## config.mk

```make
export PLATFORM = sky130hd
export DESIGN_NAME = movabs_immediate_shrinker
export DESIGN_NICKNAME = d
export VERILOG_FILES = /design/src/rtl/mis_pkg.sv /design/src/rtl/movabs_immediate_shrinker.sv
export SDC_FILE = /design/constraint.sdc
export NUM_CORES = 1
export LEC_CHECK = 0
export BUFFER_PORTS_ARGS = -buffer_cell sky130_fd_sc_hd__clkbuf_2
export CAP_MARGIN = 20
export CORE_MARGIN = 3
export CORE_UTILIZATION = 50
export CTS_CLUSTER_SIZE = 12
export DETAILED_ROUTE_END_ITERATION = 12
export PLACE_DENSITY = 0.71
export SYNTH_ARGS = -nofsm -noshare
export SYNTH_HDL_FRONTEND = slang
export SYNTH_SLANG_ARGS = --single-unit
```

## constraint.sdc

```tcl
create_clock -name clk -period 9.8 [get_ports clk]
set_clock_uncertainty 0.1 [all_clocks]
set_input_delay 0.49 -clock clk [delete_from_list [all_inputs] [get_ports clk]]
set_output_delay 0.49 -clock clk [all_outputs]
set_load 0.01 [all_outputs]
```

## src/rtl/mis_pkg.sv

```systemverilog
package mis_pkg;

  localparam int WIN_LEN   = 10;
  localparam int PND_DEPTH = WIN_LEN + 1;

  localparam logic [7:0] REX_W_48   = 8'h48;
  localparam logic [7:0] REX_WB_49  = 8'h49;
  localparam logic [7:0] REX_WR_4C  = 8'h4C;
  localparam logic [7:0] REX_WRB_4D = 8'h4D;
  localparam logic [7:0] OPC_MASK   = 8'hF8;
  localparam logic [7:0] OPC_MOV_RI = 8'hB8;
  localparam logic [7:0] REX_B_41   = 8'h41;

  localparam logic [3:0] LEN_SHORT   = 4'd5;
  localparam logic [3:0] LEN_SHORT_B = 4'd6;
  localparam logic [3:0] LEN_FULL    = 4'd10;

  typedef struct packed {
    logic [7:0] data;
    logic       run_end;
    logic       stream_end;
  } mis_entry_t;

endpackage

```

## src/rtl/movabs_immediate_shrinker.sv

```systemverilog
// Results pass through the pending buffer into the output register. Throughput: one input
// byte per cycle while each byte yields at most one result byte and the output is not stalled.
// A byte that yields several results is drained from an 11-entry pending buffer at one result
// per cycle while the output accepts; in_tready drops while more than one entry is pending.
// Reset (rst_n low, synchronous) empties the window, the pending buffer and the output register.
module movabs_immediate_shrinker
  import mis_pkg::*;
(
  input  logic       clk,
  input  logic       rst_n,
  input  logic       in_tvalid,
  output logic       in_tready,
  input  logic [7:0] in_tdata,   // [7:0] in_byte
  input  logic       in_tlast,
  output logic       out_tvalid,
  input  logic       out_tready,
  output logic [7:0] out_tdata,  // [7:0] out_byte
  output logic       out_tlast,
  output logic [0:0] out_tuser   // [0] out_stream_end
);

  logic [7:0]  win_r   [WIN_LEN-1];
  logic [7:0]  win_nxt [WIN_LEN-1];
  logic [3:0]  win_cnt_r, win_cnt_nxt;

  mis_entry_t  pnd_r   [PND_DEPTH];
  mis_entry_t  pnd_nxt [PND_DEPTH];
  mis_entry_t  pnd_sh  [PND_DEPTH];
  logic [3:0]  pnd_cnt_r, pnd_cnt_nxt;

  logic        out_valid_r, out_valid_nxt;
  mis_entry_t  out_r, out_nxt;

  logic [7:0]  w     [WIN_LEN];
  logic [7:0]  res_b [WIN_LEN];
  mis_entry_t  res_e [WIN_LEN];
  logic [3:0]  res_k;
  logic        full;
  logic        is_mov;
  logic        fits;
  logic        in_acc;
  logic        shift;
  logic [3:0]  base;

  assign in_acc = in_tvalid && in_tready;

  always_comb begin
    for (int j = 0; j < WIN_LEN - 1; j++) begin
      w[j] = (win_cnt_r == 4'(j)) ? in_tdata : win_r[j];
    end
    w[WIN_LEN-1] = in_tdata;
    full   = (win_cnt_r == 4'(WIN_LEN - 1));
    is_mov = ((w[0] == REX_W_48) || (w[0] == REX_WB_49) ||
              (w[0] == REX_WR_4C) || (w[0] == REX_WRB_4D)) &&
             ((w[1] & OPC_MASK) == OPC_MOV_RI);
    fits   = ((w[6] | w[7] | w[8] | w[9]) == 8'h00);

    for (int j = 0; j < WIN_LEN; j++) begin
      res_b[j] = w[j];
    end
    res_k = '0;
    if (full && is_mov) begin
      if (fits) begin
        if (w[0][0]) begin
          res_b[0] = REX_B_41;
          res_b[1] = OPC_MOV_RI | {5'b0, w[1][2:0]};
          for (int j = 2; j < 6; j++) begin
            res_b[j] = w[j];
          end
          res_k = LEN_SHORT_B;
        end else begin
          res_b[0] = OPC_MOV_RI | {5'b0, w[1][2:0]};
          for (int j = 1; j < 5; j++) begin
            res_b[j] = w[j+1];
          end
          res_k = LEN_SHORT;
        end
      end else begin
        res_k = LEN_FULL;
      end
    end else if (in_tlast) begin
      res_k = win_cnt_r + 4'd1;
    end else if (full) begin
      res_k = 4'd1;
    end

    for (int j = 0; j < WIN_LEN; j++) begin
      res_e[j].data       = res_b[j];
      res_e[j].run_end    = ((4'(j) + 4'd1) == res_k);
      res_e[j].stream_end = ((4'(j) + 4'd1) == res_k) && in_tlast;
    end

    win_cnt_nxt = win_cnt_r;
    for (int j = 0; j < WIN_LEN - 1; j++) begin
      win_nxt[j] = win_r[j];
    end
    if (in_acc) begin
      if (in_tlast || (full && is_mov)) begin
        win_cnt_nxt = '0;
      end else if (full) begin
        win_cnt_nxt = 4'(WIN_LEN - 1);
        for (int j = 0; j < WIN_LEN - 1; j++) begin
          win_nxt[j] = w[j+1];
        end
      end else begin
        win_cnt_nxt = win_cnt_r + 4'd1;
        for (int j = 0; j < WIN_LEN - 1; j++) begin
          win_nxt[j] = w[j];
        end
      end
    end
  end

  always_comb begin
    shift = (pnd_cnt_r != 4'd0) && (!out_valid_r || out_tready);
    base  = pnd_cnt_r - {3'b000, shift};
    for (int j = 0; j < PND_DEPTH - 1; j++) begin
      pnd_sh[j] = shift ? pnd_r[j+1] : pnd_r[j];
    end
    pnd_sh[PND_DEPTH-1] = pnd_r[PND_DEPTH-1];
    for (int j = 0; j < PND_DEPTH; j++) begin
      pnd_nxt[j] = pnd_sh[j];
    end
    for (int j = 0; j < WIN_LEN; j++) begin
      if (in_acc && (base == 4'd0) && (4'(j) < res_k)) begin
        pnd_nxt[j] = res_e[j];
      end
    end
    for (int j = 1; j < PND_DEPTH; j++) begin
      if (in_acc && (base == 4'd1) && (4'(j - 1) < res_k)) begin
        pnd_nxt[j] = res_e[j-1];
      end
    end
    pnd_cnt_nxt = base + (in_acc ? res_k : 4'd0);

    out_nxt       = out_r;
    out_valid_nxt = out_valid_r;
    if (shift) begin
      out_nxt       = pnd_r[0];
      out_valid_nxt = 1'b1;
    end else if (out_tready) begin
      out_valid_nxt = 1'b0;
    end
  end

  always_ff @(posedge clk) begin
    if (!rst_n) begin
      win_cnt_r   <= '0;
      pnd_cnt_r   <= '0;
      out_valid_r <= 1'b0;
    end else begin
      win_cnt_r   <= win_cnt_nxt;
      pnd_cnt_r   <= pnd_cnt_nxt;
      out_valid_r <= out_valid_nxt;
    end
  end

  always_ff @(posedge clk) begin
    win_r <= win_nxt;
    pnd_r <= pnd_nxt;
    out_r <= out_nxt;
  end

  assign in_tready    = (pnd_cnt_r <= 4'd1);
  assign out_tvalid   = out_valid_r;
  assign out_tdata    = out_r.data;
  assign out_tlast    = out_r.run_end;
  assign out_tuser[0] = out_r.stream_end;

`ifndef SYNTHESIS
  a_pnd_bound: assert property (@(posedge clk) disable iff (!rst_n)
    pnd_cnt_r <= 4'(PND_DEPTH))
    else $error("Pending buffer count exceeds its depth.");

  a_win_bound: assert property (@(posedge clk) disable iff (!rst_n)
    win_cnt_r <= 4'(WIN_LEN - 1))
    else $error("Window holds more than nine bytes between transfers.");

  a_last_clears: assert property (@(posedge clk) disable iff (!rst_n)
    (in_tvalid && in_tready && in_tlast) |=> (win_cnt_r == 4'd0))
    else $error("Window not emptied after the final byte of a stream.");

  a_stream_end_run_end: assert property (@(posedge clk) disable iff (!rst_n)
    (out_tvalid && out_tuser[0]) |-> out_tlast)
    else $error("Stream end flagged on a byte that does not end its run.");

  a_drain: assert property (@(posedge clk) disable iff (!rst_n)
    ((pnd_cnt_r != 4'd0) && !out_valid_r) |=> out_valid_r)
    else $error("Pending byte not moved into a free output register.");
`endif

endmodule

```

---- After elaboration in Yosys (flattened, before gate mapping) ----
Cells that the tools add are included.
storage, ports and cells
  register bits after elaboration ......... 201
  bits of input ports ..................... 13
  logic and storage cells ................. 201
cells by class
  add/subtract/negate cells ............... 3
  order comparisons ....................... 11
  equal/unequal tests ..................... 25
  muxes and demuxes ....................... 52
  bitwise operators ....................... 4
  reductions and logical operators ........ 58
operators with widths
  operator            count
  $mux 10             29
  $mux 48             2
  $mux 72             1
  $mux 8              9
  $mux 40             1
  $logic_and 1x1->1   36
  $eq 8x7->1 const B  4
  $reduce_bool 3->1   9
  $mux 4              6
  $or 8x8->8          3
  $eq 3x4->1 const A  4
  $eq 4x3->1 const B  4
  $lt 3x4->1 const A  4
  $eq 4x4->1 const A  3
  $eq 2x4->1 const A  2
  $eq 4x1->1 const B  2
  $eq 4x2->1 const B  2
  $eq 4x4->1 const B  2
  $logic_not 4->1     2
  $logic_not 8->1     1
  $lt 1x4->1 const A  2
  $lt 2x4->1 const A  2
  $lt 4x4->1 const A  2
  $eq 5x5->1 const B  1
  other kinds (13)    20

---- Depth between registers and ports, before layout ----
  depth in word-level cells ............... 13
  mapped depth ............................ 17
  mapped depth without buffers ............ 14

---- Worst setup path after synthesis ----
No wires, ideal clock.
  kind .................................... flip-flop to flip-flop
  start ................................... reg win_cnt_r[0]
  end ..................................... reg win_cnt_r[3]
  library setup time ...................... 0.084 ns
  data arrival time ....................... 7.243 ns
  setup slack ............................. 2.373 ns
  cell stages (with the launch flop) ...... 10
  path buffers ............................ 1
  period minus slack after synthesis ...... 7.427 ns
  cells stage by stage .................... dfxtp_1 > ha_1 > or3b_1 > clkbuf_1 > mux2i_1 > o211a_2 > nor3_1 > a21oi_1 > a2bb2oi_1 > nor2_1
on the way
  cells in the longest elaborated chain, start to end .. 10
  elaborated cells between the ends (all ways) .. 19
  those cells by class .................... add/sub (1); eq/ne (7); mux (4); reduce/logical (7)
ends and longest elaborated chain
  element                         RTL line                          RTL
  start, declared                 movabs_immediate_shrinker.sv:24   logic [3:0] win_cnt_r, win_cnt_nxt;
  start signal, assigned          movabs_immediate_shrinker.sv:152  win_cnt_r <= win_cnt_nxt;
  $logic_not 4->1                 movabs_immediate_shrinker.sv:49   w[j] = (win_cnt_r == 4'(j)) ? in_tdata : win_r[j];
  $mux 8                          movabs_immediate_shrinker.sv:49
  $eq 8x7->1                      movabs_immediate_shrinker.sv:53   is_mov = ((w[0] == REX_W_48) || (w[0] == REX_WB_49) ||
  $logic_or 1x1->1 (2 in series)  movabs_immediate_shrinker.sv:53
  $logic_or 1x1->1                movabs_immediate_shrinker.sv:54   (w[0] == REX_WR_4C) || (w[0] == REX_WRB_4D)) &&
  $logic_and 1x1->1               movabs_immediate_shrinker.sv:54
  $logic_and 1x1->1               movabs_immediate_shrinker.sv:98   if (in_tlast || (full && is_mov)) begin
  $logic_or 1x1->1                movabs_immediate_shrinker.sv:98
  $mux 4 *                        movabs_immediate_shrinker.sv:98
Mark *: on every way between the ends. The rest lies on a longest branch, timed or not.
A chain may end at the register's enable or synchronous reset.

==> impl_metrics.ini <==
[run_status]
status = finished, final reports clean

[final_layout]
nets = 1067
drive_gt1_frac = 0.1057
antenna_cells = 0
fin_util = 0.5560
syn2layout_area_growth_pct = 8.454

[sta]
setup-violations-final = 0
slew_headroom = 0.2532
tightest_slew_ns = 1.120
rsz0062_at_grt = no
fmax_mhz = 178.8
fin_crit_ns = 5.594
tns_ns = 0
final_max_slew_viol_count = 0
hold_viol_final = 0
fin_crit_sh = 0.5708

[floorplan]
fp-row-count = 54
die_height_um = 156.3
fp.coreArea_mm2 = 0.02203
dieArea_mm2 = 0.02442
die_width_um = 156.3
initial_utilization = 0.5127
pin_count = 25

[placement]
dp_hpwl_mm = 19.96
port-buffer-count = 24
gp_congestion = 0.9148

[synthesis]
async_flop_share = 0
ys_warn_count = 0
yosys-top-cells-area = edfxtp_1 (51%), mux2i_1 (12%), a21oi_1 (4.0%), nor2_1 (3.7%), nand2_1 (3.1%)
synth_nets = 1071
synth_top_area_cell = edfxtp_1
synth_area_per_cell_um2 = 10.77
ys_types = 72
netlist_area_mm2 = 0.01129
ys_ff_latch = 201
ys_seq_area_frac = 0.5265
ys.flop_type = edfxtp_1
synth_top_area_frac = 0.5106
synth_edf_count = 192
synth_cells = 1048

[drt]
drc = 0
top_layer = met4
vias = 8451
route.met3.wl_mm = 1.844
postRouteAntennaNets = 0
met1_length_mm = 12.60
wl_mm = 29.19
drt_iter0_drc = 850
wl_met2_mm = 13.77
post_drt_wl_per_cell_um = 21.78
drt-pass1-iter-count = 7
avgViaCountPerCell = 6.307

[setup_path]
worstSetupPathType = reg -> reg
startpoint_type = flop
crit_path_end_kind = flop
crit_required_ns = 9.91
cp_max_fo = 16
arrival_ns = 5.70

[global_route]
grt_max_degree = 61
grt_overflow_total = 0
antenna_found_initial = 0
grt_pass1_wl_mm = 45.63
first_global_vias = 7972
track_usage = 0.2359

[clocking]
cts_root_buf = clkbuf_16
postCtsSetupBuffers = 0
cts_hold_buf = 0
clock-sinks = 201
clockBufferDepth = 3
clkTransAtPathRegs_ns = 0.06
cts_resized = 0
cts_tree = yes
cts_made_buffers = 23
htreeDepth = 1
clkLatencyLatePin_ns = 0.51

[pwr]
p_switching_mw = 0.9356
ir_worst_vdd_mv = 0.1261
p_sw_frac = 0.3059
leakage_nw = 4.905
comb_power_share = 0.256
pwr-share-seq = 0.487
p_clk_frac = 0.257
internal-power_mw = 2.123
power_density_mw_per_mm2 = 249.8

[run]
cap_violations = 0

[min_path]
hold_path_class = in -> reg
## stage by stage
| stage | hold slack (ns) | power, mW | instances | setup slack (ns) | area [um2] |
|---|---|---|---|---|---|
| 2_1_floorplan | 0.3003 | 2.019 | 1048 | 2.373 | 11290 |
| 3_3_place_gp | 0.3037 | 2.250 | 1296 | 4.047 | 11550 |
| 3_5_place_dp | 0.3079 | 2.279 | 1297 | 4.341 | 11560 |
| 4_1_cts | 0.1024 | 3.062 | 1338 | 4.305 | 12230 |
| 5_1_grt | 0.1195 | 3.205 | 1340 | 3.925 | 12250 |
| 6_report | 0.1221 | 3.059 | 1340 | 4.206 | 12250 |
## power by group through the flow
| stage | sequential [mW] | combinational (mW) | clock [mW] |
|---|---|---|---|
| after floorplan | 1.48 | 0.537 | 0 |
| final | 1.49 | 0.782 | 0.786 |
| after global placement | 1.50 | 0.752 | 0 |
| after detailed placement | 1.51 | 0.772 | 0 |
| after global routing | 1.51 | 0.864 | 0.828 |
| after CTS | 1.49 | 0.777 | 0.795 |
## path summary, 6_finish.rpt
path | slack, ns | cells after the start | to | from
setup / recovery | 4.21 | 13 | pnd_r[10]$_DFFE_PP_ | pnd_cnt_r[1]$_SDFF_PN0_
setup reg to reg | 4.21 | 13 | pnd_r[10]$_DFFE_PP_ | pnd_cnt_r[1]$_SDFF_PN0_
hold / removal | 0.12 | 2 | pnd_cnt_r[1]$_SDFF_PN0_ | rst_n
hold reg to reg | 0.32 | 0 | out_tdata[7]$_DFFE_PP_ | pnd_r[109]$_DFFE_PP_
## layout by cell type, fill, tap and decap left out, types with 9 or more instances in the layout
| master | n |
|---|---|
| clkbuf_2 | 24 |
| nand2_1 | 92 |
| clkbuf_16 | 23 |
| nor2_1 | 111 |
| o21ai_0 | 46 |
| nand3_1 | 17 |
| and2_1 | 10 |
| o211ai_1 | 22 |
| nor3_1 | 44 |
| a22oi_1 | 17 |
| o22ai_1 | 9 |
| buf_4 | 15 |
| mux2i_1 | 135 |
| clkbuf_1 | 11 |
| o21a_1 | 10 |
| dfxtp_1 | 9 |
| ha_1 | 9 |
| mux2_2 | 25 |
| a21oi_1 | 90 |
| inv_1 | 26 |
| edfxtp_1 | 192 |
## sequential cells by signal, summed over array words and instances, names as in the netlist
signal      flops
pnd_cnt_r       4
pnd_r         110
out_tdata       8
win_r          72
win_cnt_r       4
out_tvalid      1
out_tlast       1
out_tuser       1
## critical path: stages, from the launching register on
cell and delay (ns):
dfxtp_1 0.35, o41ai_2 0.73, buf_4 0.27, inv_1 0.32, ha_1 0.35, ha_1 0.27
inv_1 0.08, nor3_2 0.28, nand3_1 0.29, a211oi_1 0.35, a21bo_1 0.47, nand2b_1 0.50
nor2_1 0.76, nor3_1 0.16
## area by class of cell
type                    instances  area, um2
fillers                      1865       9779
flip-flops and latches        201       5946
multi-input cells             753       4949
clock buffers                  34      616.8
well taps                     280      350.3
repair buffers                 39      232.7
inverters                      26      97.59
clock inverters                 7      55.05
## cells in the mapped netlist (3+ instances only)
cell	number
edfxtp_1	192
mux2i_1	135
nor2_1	112
nand2_1	92
a21oi_1	90
o21ai_0	46
nor3_1	45
clkbuf_1	43
inv_1	26
mux2_2	25
o211ai_1	22
a22oi_1	17
nand3_1	17
buf_2	12
and2_1	10
o21a_1	10
dfxtp_1	9
ha_1	9
o22ai_1	9
or4_1	8
nand4_1	7
nand2b_1	6
or3_1	6
a31oi_1	5
buf_6	5
nand3b_1	5
xnor2_1	5
a211oi_1	4
and3_1	4
buf_1	4
nor4_1	4
a21boi_0	3
a31o_2	3
and4_1	3
buf_4	3
nor3b_1	3
o21ai_1	3
## logic make-up after synthesis
family,synth area share
AOI/OAI and AO/OA,0.1259
xor gates and xnor gates,0.005429
adders and majority gates,0.01175
buffers and inverters,0.03701
DFF,0.5265
muxes,0.1470
and+or+nand+nor,0.1464
## layer usage
| layer | vias up | global-route usage |
|---|---|---|
| li1 | 3927 | - |
| met1 | 4089 | 0.3280 |
| met3 | 73 | 0.02738 |
| met5 | - | 0 |
| met4 | 0 | 0.08212 |
| met2 | 362 | 0.3860 |
No activity file was read; power rests on OpenSTA's default activity.
